### src/hdl/fgr_pkg.sv
// Shared types, register indexes and mode codes of the frame geometric remap block.
package fgr_pkg;

    localparam int MAX_SIDE_DEF = 512;

    localparam int CFG_IDX_W  = 3;
    localparam int CFG_DATA_W = 16;
    localparam int SIDE_W     = 10;
    localparam int COORD_W    = 9;
    localparam int PIX_W      = 8;
    localparam int Q_FRAC     = 14;
    localparam int SRC_W      = 14;
    localparam int DIFF_W     = 11;
    localparam int PROD_W     = 27;
    localparam int SUM_W      = 28;
    localparam int ZOOM_W     = 15;

    localparam logic [CFG_IDX_W-1:0] CFG_MODE   = 3'd0;
    localparam logic [CFG_IDX_W-1:0] CFG_SIDE   = 3'd1;
    localparam logic [CFG_IDX_W-1:0] CFG_OFFSET = 3'd2;
    localparam logic [CFG_IDX_W-1:0] CFG_SCALE  = 3'd3;
    localparam logic [CFG_IDX_W-1:0] CFG_COS    = 3'd4;
    localparam logic [CFG_IDX_W-1:0] CFG_SIN    = 3'd5;

    localparam logic [2:0] MODE_IDENTITY  = 3'd0;
    localparam logic [2:0] MODE_MIRROR_LR = 3'd1;
    localparam logic [2:0] MODE_MIRROR_UD = 3'd2;
    localparam logic [2:0] MODE_SHIFT     = 3'd3;
    localparam logic [2:0] MODE_ZOOM_OUT  = 3'd4;
    localparam logic [2:0] MODE_ROTATE    = 3'd5;

    localparam logic ACT_LOAD = 1'b0;
    localparam logic ACT_READ = 1'b1;

    typedef struct packed {
        logic [2:0]        mode;
        logic [SIDE_W-1:0] image_side;
        logic signed [10:0] shift_offset;
        logic [4:0]        zoom_scale;
        logic signed [15:0] cos_q14;
        logic signed [15:0] sin_q14;
    } cfg_t;

    typedef struct packed {
        logic done;
        logic in_frame;
    } map_status_t;

endpackage

### src/hdl/fgr_map.sv
// Four-stage coordinate mapper from output pixel to source address and inside flag.
module fgr_map #(
    parameter int MAX_SIDE = fgr_pkg::MAX_SIDE_DEF
) (
    input  logic                                       clk,
    input  logic                                       rst_n,
    input  logic                                       start,
    input  logic [fgr_pkg::COORD_W-1:0]                row,
    input  logic [fgr_pkg::COORD_W-1:0]                col,
    input  fgr_pkg::cfg_t                              cfg,
    input  logic [fgr_pkg::SIDE_W-1:0]                 side_n,
    output fgr_pkg::map_status_t                       status,
    output logic [$clog2(MAX_SIDE*MAX_SIDE)-1:0]       addr
);
    import fgr_pkg::*;

    localparam int AW = $clog2(MAX_SIDE * MAX_SIDE);
    localparam logic [31:0] MAX_U = 32'(MAX_SIDE);

    logic v1_reg, v2_reg, v3_reg, v4_reg;
    logic v1_next, v2_next, v3_next, v4_next;

    logic [COORD_W-1:0] r1_reg, c1_reg, r2_reg, c2_reg;
    logic               ok1_reg, ok2_reg, ok3_reg;
    logic               ok1_next, ok2_next, ok3_next;
    logic signed [PROD_W-1:0] pcr_reg, psc_reg, pcc_reg, psr_reg;
    logic signed [PROD_W-1:0] pcr_next, psc_next, pcc_next, psr_next;
    logic [ZOOM_W-1:0]  zr_reg, zc_reg;
    logic [ZOOM_W-1:0]  zr_next, zc_next;
    logic signed [SUM_W-1:0] sum_r_reg, sum_c_reg;
    logic signed [SUM_W-1:0] sum_r_next, sum_c_next;
    logic               zok_reg, zok_next;
    logic [ZOOM_W-1:0]  zsr_reg, zsc_reg;
    logic signed [SRC_W-1:0] sr_reg, sc_reg, sr_next, sc_next;
    logic               inside_reg, inside_next;
    logic [AW-1:0]      addr_reg, addr_next;

    logic signed [DIFF_W-1:0] dr, dc;
    logic [4:0]               scale;
    logic signed [SRC_W-1:0]  cx, n_s, q_r, q_c;
    logic                     corr_r, corr_c;

    assign n_s = signed'({4'b0, side_n});
    assign cx  = signed'({5'b0, side_n[SIDE_W-1:1]});

    // First stage: products for rotation and zoom, and the output-frame check.
    always_comb
    begin
        dr = signed'({2'b0, row}) - signed'({2'b0, side_n[SIDE_W-1:1]});
        dc = signed'({2'b0, col}) - signed'({2'b0, side_n[SIDE_W-1:1]});
        scale = (cfg.zoom_scale == 5'd0) ? 5'd1 : cfg.zoom_scale;
        v1_next  = start;
        ok1_next = ({1'b0, row} < side_n) && ({1'b0, col} < side_n);
        pcr_next = PROD_W'(cfg.cos_q14) * PROD_W'(dr);
        psc_next = PROD_W'(cfg.sin_q14) * PROD_W'(dc);
        pcc_next = PROD_W'(cfg.cos_q14) * PROD_W'(dc);
        psr_next = PROD_W'(cfg.sin_q14) * PROD_W'(dr);
        zr_next  = ZOOM_W'({1'b0, row} + 10'd1) * ZOOM_W'(scale);
        zc_next  = ZOOM_W'({1'b0, col} + 10'd1) * ZOOM_W'(scale);
    end

    // Second stage: rotation sums and the zoomed output-frame check.
    always_comb
    begin
        v2_next    = v1_reg;
        ok2_next   = ok1_reg;
        sum_r_next = SUM_W'(pcr_reg) + SUM_W'(psc_reg);
        sum_c_next = SUM_W'(pcc_reg) - SUM_W'(psr_reg);
        zok_next   = (zr_reg <= ZOOM_W'(side_n)) && (zc_reg <= ZOOM_W'(side_n));
    end

    // Third stage: source coordinate by mode; quotients truncate toward zero.
    always_comb
    begin
        corr_r = sum_r_reg[SUM_W-1] && (sum_r_reg[Q_FRAC-1:0] != '0);
        corr_c = sum_c_reg[SUM_W-1] && (sum_c_reg[Q_FRAC-1:0] != '0);
        q_r = signed'(sum_r_reg[SUM_W-1:Q_FRAC]) + signed'({13'b0, corr_r});
        q_c = signed'(sum_c_reg[SUM_W-1:Q_FRAC]) + signed'({13'b0, corr_c});
        v3_next  = v2_reg;
        ok3_next = ok2_reg;
        sr_next  = signed'({5'b0, r2_reg});
        sc_next  = signed'({5'b0, c2_reg});
        case (cfg.mode)
            MODE_MIRROR_LR:
            begin
                sc_next = n_s - 14'sd1 - signed'({5'b0, c2_reg});
            end
            MODE_MIRROR_UD:
            begin
                sr_next = n_s - 14'sd1 - signed'({5'b0, r2_reg});
            end
            MODE_SHIFT:
            begin
                sr_next = signed'({5'b0, r2_reg}) - SRC_W'(cfg.shift_offset);
                sc_next = signed'({5'b0, c2_reg}) - SRC_W'(cfg.shift_offset);
            end
            MODE_ZOOM_OUT:
            begin
                ok3_next = ok2_reg && zok_reg;
                sr_next  = signed'(SRC_W'(zsr_reg - ZOOM_W'(1)));
                sc_next  = signed'(SRC_W'(zsc_reg - ZOOM_W'(1)));
            end
            MODE_ROTATE:
            begin
                sr_next = cx + q_r;
                sc_next = cx + q_c;
            end
            default:
            begin
                sr_next = signed'({5'b0, r2_reg});
                sc_next = signed'({5'b0, c2_reg});
            end
        endcase
    end

    // Fourth stage: bounds check and store address.
    always_comb
    begin
        v4_next     = v3_reg;
        inside_next = ok3_reg && (sr_reg >= 14'sd0) && (sr_reg < n_s)
                      && (sc_reg >= 14'sd0) && (sc_reg < n_s);
        addr_next   = AW'(32'(sr_reg[SIDE_W-1:0]) * MAX_U + 32'(sc_reg[SIDE_W-1:0]));
    end

    always_ff @(posedge clk or negedge rst_n)
    begin
        if (!rst_n)
        begin
            v1_reg <= 1'b0;
            v2_reg <= 1'b0;
            v3_reg <= 1'b0;
            v4_reg <= 1'b0;
        end
        else
        begin
            v1_reg <= v1_next;
            v2_reg <= v2_next;
            v3_reg <= v3_next;
            v4_reg <= v4_next;
        end
    end

    always_ff @(posedge clk)
    begin
        r1_reg     <= row;
        c1_reg     <= col;
        ok1_reg    <= ok1_next;
        pcr_reg    <= pcr_next;
        psc_reg    <= psc_next;
        pcc_reg    <= pcc_next;
        psr_reg    <= psr_next;
        zr_reg     <= zr_next;
        zc_reg     <= zc_next;
        r2_reg     <= r1_reg;
        c2_reg     <= c1_reg;
        ok2_reg    <= ok2_next;
        sum_r_reg  <= sum_r_next;
        sum_c_reg  <= sum_c_next;
        zok_reg    <= zok_next;
        zsr_reg    <= zr_reg;
        zsc_reg    <= zc_reg;
        ok3_reg    <= ok3_next;
        sr_reg     <= sr_next;
        sc_reg     <= sc_next;
        inside_reg <= inside_next;
        addr_reg   <= addr_next;
    end

    assign status.done     = v4_reg;
    assign status.in_frame = inside_reg;
    assign addr            = addr_reg;

endmodule

### config.mk
export PLATFORM = sky130hd
export DESIGN_NAME = fgr_map
export DESIGN_NICKNAME = d
export VERILOG_FILES = /design/src/hdl/fgr_pkg.sv /design/src/hdl/fgr_map.sv
export SDC_FILE = /design/constraint.sdc
export NUM_CORES = 2
export LEC_CHECK = 0
export BUFFER_PORTS_ARGS = -buffer_cell sky130_fd_sc_hd__buf_2
export CORE_ASPECT_RATIO = 0.9
export CORE_MARGIN = 1.5
export CORE_UTILIZATION = 60
export DETAILED_ROUTE_END_ITERATION = 16
export PLACE_DENSITY = 0.76
export SLEW_MARGIN = 5
export SYNTH_ARGS = -nofsm -noshare
export SYNTH_HDL_FRONTEND = slang
export SYNTH_SLANG_ARGS = --single-unit
### constraint.sdc
create_clock -name clk -period 6.4 [get_ports clk]
set_input_delay 0.32 -clock clk [delete_from_list [all_inputs] [get_ports clk]]
set_output_delay 0.32 -clock clk [all_outputs]
set_load 0.05 [all_outputs]
Yosys cells after proc, flatten, opt, wreduce, memory -nomap -nowiden:

Cells that the tools add are included.

* flip-flop bits (word level): 309
* input port bits: 92

* reductions and logical operators: 12
* mux-type cells: 4
* order comparisons: 8
* multipliers: 6
* $add $sub $neg: 18
* eq/ne operators: 5

Operator list (count)
* 14-bit one-hot mux with 4 select lines: 2
* 16-bit by 10-bit multiplier with 26-bit output: 4
* 15-bit by 10-bit less-or-equal comparator with 1-bit output: 2
* 10-bit by 5-bit multiplier with 15-bit output: 2
* 10-bit by 14-bit adder with 14-bit output: 2
* 14-bit by 2-bit adder with 14-bit output: 2
* 14-bit by 1-bit greater-or-equal comparator with 1-bit output (second input constant): 2
* 14-bit by 11-bit < comparator with 1-bit output: 2
* 14-bit nonzero test: 2
* 14-bit by 1-bit subtractor with 14-bit output (second input constant): 2
* 26-bit by 26-bit adder with 27-bit output: 1
* 26-bit by 26-bit subtractor with 27-bit output: 1
* 10-bit by 11-bit subtractor with 12-bit output: 2
* 11-bit by 10-bit subtractor with 12-bit output: 2
* 9-bit by 1-bit adder with 10-bit output (second input constant): 2
* 9-bit by 10-bit < comparator with 1-bit output: 2
* 9-bit by 9-bit subtractor with 10-bit output: 2
* 18-bit by 10-bit adder with 18-bit output: 1
* 10-bit by 1-bit subtractor with 11-bit output (second input constant): 1
* 1-bit logical AND: 9
* 3-bit by 2-bit == test with 1-bit output (second input constant): 2
* 3-bit == test (second input constant): 2
* 5-bit zero test: 1
* 5-bit 2-to-1 mux: 1
* 2 further kinds: 2

Logic depth before layout (Yosys ltp):

* depth after elaboration: 5
* mapped depth: 33
* gate-level depth less buffers: 31

Worst setup path before layout:

Ideal clock, no wire load.

* path kind: input -> register
* start: input port row[0] (netlist bit)
* end: register pcr_reg[25] (netlist name)
* setup slack: -1.054 ns
* buffers on the path: 3
* data arrival time: 7.334 ns
* library setup time: 0.120 ns
* cell stages on the path: 33
* cells stage by stage: clkbuf_1 -> inv_1 -> ha_1 -> fa_1 -> nor2b_1 -> o21ai_0 -> a21boi_0 -> o21ai_0 -> a21boi_0 -> o21a_1 -> or3_1 -> clkbuf_1 -> and2_0 -> clkbuf_1 -> nand2_1 -> fa_1 -> fa_1 -> inv_1 -> fa_1 -> inv_1 -> fa_1 -> fa_1 -> inv_1 -> ha_1 -> a21oi_1 -> nor2b_1 -> a311o_1 -> a31o_1 -> a21o_1 -> a221o_1 -> a211oi_2 -> a21oi_1 -> xnor2_1

* longest elaborated chain between the ends: 2

RTL lines
* start, declared: line fgr_map.sv:8 `input logic [fgr_pkg::COORD_W-1:0] row,`
* 9-bit by 9-bit subtractor with 10-bit output: line fgr_map.sv:49 `dr = signed'({2'b0, row}) - signed'({2'b0, side_n[SIDE_W-1:1]});`
* 16-bit by 10-bit multiplier with 26-bit output: line fgr_map.sv:54 `pcr_next = PROD_W'(cfg.cos_q14) * PROD_W'(dr);`
* net pcr_next[25]: line fgr_map.sv:27 `logic signed [PROD_W-1:0] pcr_next, psc_next, pcc_next, psr_next;`

The timed path passes the listed nets, and every way through them passes these cells.

Worst setup path in the final report:

* start: input port side_n[3] (netlist bit)
* end: register pcc_reg[24]

* longest elaborated chain between the ends: 2

RTL lines
* start, declared: line fgr_map.sv:11 `input logic [fgr_pkg::SIDE_W-1:0] side_n,`
* 9-bit by 9-bit subtractor with 10-bit output: line fgr_map.sv:50 `dc = signed'({2'b0, col}) - signed'({2'b0, side_n[SIDE_W-1:1]});`
* 16-bit by 10-bit multiplier with 26-bit output: line fgr_map.sv:56 `pcc_next = PROD_W'(cfg.cos_q14) * PROD_W'(dc);`
* net pcc_next[24]: line fgr_map.sv:27
* end signal, assigned: line fgr_map.sv:150 `pcc_reg <= pcc_next;`
* end, declared: line fgr_map.sv:26 `logic signed [PROD_W-1:0] pcr_reg, psc_reg, pcc_reg, psr_reg;`

The timed path passes the listed nets, and every way through them passes these cells.

==> out/results.tsv <==
metric	value	unit
status	finished, violations left	
violations	setup timing	
ys_seq_area_share	15.02	%
hold_path_class	in2reg	
antenna_left	0	
finalHoldViolCount	0	
slowest_stage	fa_1	
vias_per_cell	5.638	
crit_buf_inv	6	
syn_nets	5771	
async_flop_share	1.303	%
final_nets	6242	
cts_buffers	37	
worst_pin_slew	1.255	ns
synth_ff_type	dfxtp_1	
cp.required	6.85	ns
endpoint_kind	register	
synth-seq-cells	307	
synthesis.area	41060	sq um
wl	120.4	mm
worstSetupPathType	in2reg	
path_clk_slew	0.06	ns
worst_setup_path_start_kind	primary input	
hpwlAfterDp	94.66	mm
whs	0.08622	ns
cap_violations	0	
rsz0062_at_grt	yes	
ios	112	
ys_types	72	
max_slew_margin	16.14	%
drc_errors	0	
drv_slew	0	
syn_inst	4590	
globalRouteTotalUtil	34.37	%
drive_gt1_share	18.23	%
worstPathArrival	7.33	ns
dieArea	70010	sq um
post-route-period-util	107.6	%
antenna_found_initial	7	
syn_avg_cell_area	8.945	sq um
fin_skew	0.03492	ns
fp.dieH	251.2	um
post-route-min-period	6.883	ns
crit_fanout	3	
area_delta_synth_final	19.11	%
coreArea	67340	sq um
yosysWarnings	0	
port_buffers	101	
clockRootBuffer	clkbuf_16	
grt_pass1_wl	186.1	mm
layout_setup_ws	-0.4832	ns
setup_viol	23	
firstDrtPassIters	5	
fmax	145.3	MHz
wire_per_inst	20.19	um
max_stage_delay	0.54	ns
cts_sinks	307	
rows	90	
synth-edff-count	0	
tritoncts	done	
path_common_cell	fa_1	
grt_pass1_vias	35010	
initial_core_util	60.97	%
htreeDepth	2	
via_count	33610	
drt_iter0_markers	2225	
clockBufferDepth	3	
gp_congestion	1.012	
n_fill_cell	4917	
fp.dieW	278.7	um
critical-path-top-delay-family	adder cells	
grt_max_degree	33	
overflow	0	
clock_latency	0.57	ns
## what timing repair did
action	4_1_cts	5_1_grt
endpoints found under the setup margin	47	48
pin swaps	77	151
setup buffers	35	44
cloned	1	2
hold buffers	2	0
gates resized for setup	143	203
hold endpoints to repair	5	0
## worst paths after layout
kind                       cells past startpoint            startpoint                   to  slack, ns
max                                           31             side_n[3]  pcc_reg[24]$_DFF_P_      -0.48
min                                            2                row[3]    r1_reg[3]$_DFF_P_       0.09
max reg2reg                                   12  sum_c_reg[3]$_DFF_P_    sc_reg[9]$_DFF_P_       2.70
min reg2reg                                    0     r1_reg[1]$_DFF_P_    r2_reg[1]$_DFF_P_       0.33
max in group asynchronous                      2                 rst_n     v3_reg$_DFF_PN0_       6.18
min in group asynchronous                      2                 rst_n     v4_reg$_DFF_PN0_       0.10
## metrics by stage
stage	util (%)	cell area [sq um]	cells	worst slack, ns	setup TNS, ns
5_1_grt	72.62	48900	5959	-0.6407	-8.217
6_report	72.63	48910	5961	-0.4832	-3.734
4_1_cts	71.11	47880	5927	-0.2763	-2.059
3_3_place_gp	67.76	45630	5829	-1.197	-41.08
2_1_floorplan	-	41250	4590	-0.5457	-4.626
3_5_place_dp	67.76	45630	5829	-1.236	-45.52
## cell usage after synthesis, drive strengths merged (16+ instances only)
cell type	count	share of area, %
nor3	101	1.2
clkbuf	160	1.5
or3	28	0.43
nand2	426	3.9
nand2b	93	1.4
a31oi	16	0.24
o21bai	22	0.40
nor2	162	1.5
a211oi	17	0.34
a21boi	18	0.33
a21o	76	1.4
xor2	74	1.6
dfxtp	303	15
o21a	35	0.64
xnor2	209	4.5
nand4	18	0.27
inv	877	8.0
and3	71	1.1
fa	616	30
o21ai	109	1.3
and2	174	2.7
ha	473	14
nor2b	122	1.9
nor4	17	0.26
nand3	46	0.56
a21oi	160	2.0
## worst register-to-register path, delay by kind of cell, from the launching register on
| kind | cells | cell delay (ns) |
|---|---|---|
| fa+ha+maj | 1 | 0.51 |
| flops | 1 | 0.29 |
| simple gates | 2 | 0.45 |
| xor+xnor | 1 | 0.19 |
| compound gates | 8 | 2.12 |
## final cells by class
class / count / area, sq um / share of cell area (%)
clock buffers: 48 / 1059 / 2.164
diodes: 2 / 5.005 / 0.01023
flip-flops and latches: 307 / 6166 / 12.61
multi-input cells: 3240 / 32360 / 66.17
inverters: 877 / 3304 / 6.757
clock inverters: 15 / 225.2 / 0.4605
repair buffers: 598 / 4692 / 9.594
well taps: 874 / 1094 / 2.236
## placed cells by master (no fill, tap or decap), types with 76 or more instances in the layout
cell | netlist | routed
a21o_1 | 76 | 76
a21oi_1 | 160 | 130
and2_1 | 173 | 166
buf_2 | 1 | 98
buf_4 | 2 | 433
dfxtp_1 | 303 | 303
fa_1 | 616 | 599
ha_1 | 473 | 442
inv_1 | 877 | 850
nand2_1 | 426 | 414
nand2b_1 | 93 | 92
nor2_1 | 162 | 146
nor2b_1 | 122 | 117
nor3_1 | 101 | 83
o21ai_0 | 106 | 77
xnor2_1 | 209 | 200
## kinds of logic after synthesis
family / count (synthesis) / share of synthesized area [%]
flip-flops: 307 / 15.02
buffers and inverters: 1043 / 9.557
AO/OA/AOI/OAI: 568 / 9.026
adder cells (fa/ha/maj): 1089 / 44.45
multiplexers: 5 / 0.1219
XOR/XNOR: 283 / 6.037
AND/OR/NAND/NOR: 1295 / 15.79
## metal layers
layer	vias to the layer above	part of all wire, %	global-route usage [%]
li1	15410	-	-
met1	16400	38	41.36
met2	1377	47	58.41
met3	417	8.5	6.245
met4	4	6.5	18.88
met5	-	0.022	0
Power is left out: the tool's default activity adds up to more than one toggle a clock period on the data nets, which glitch-free logic cannot reach.
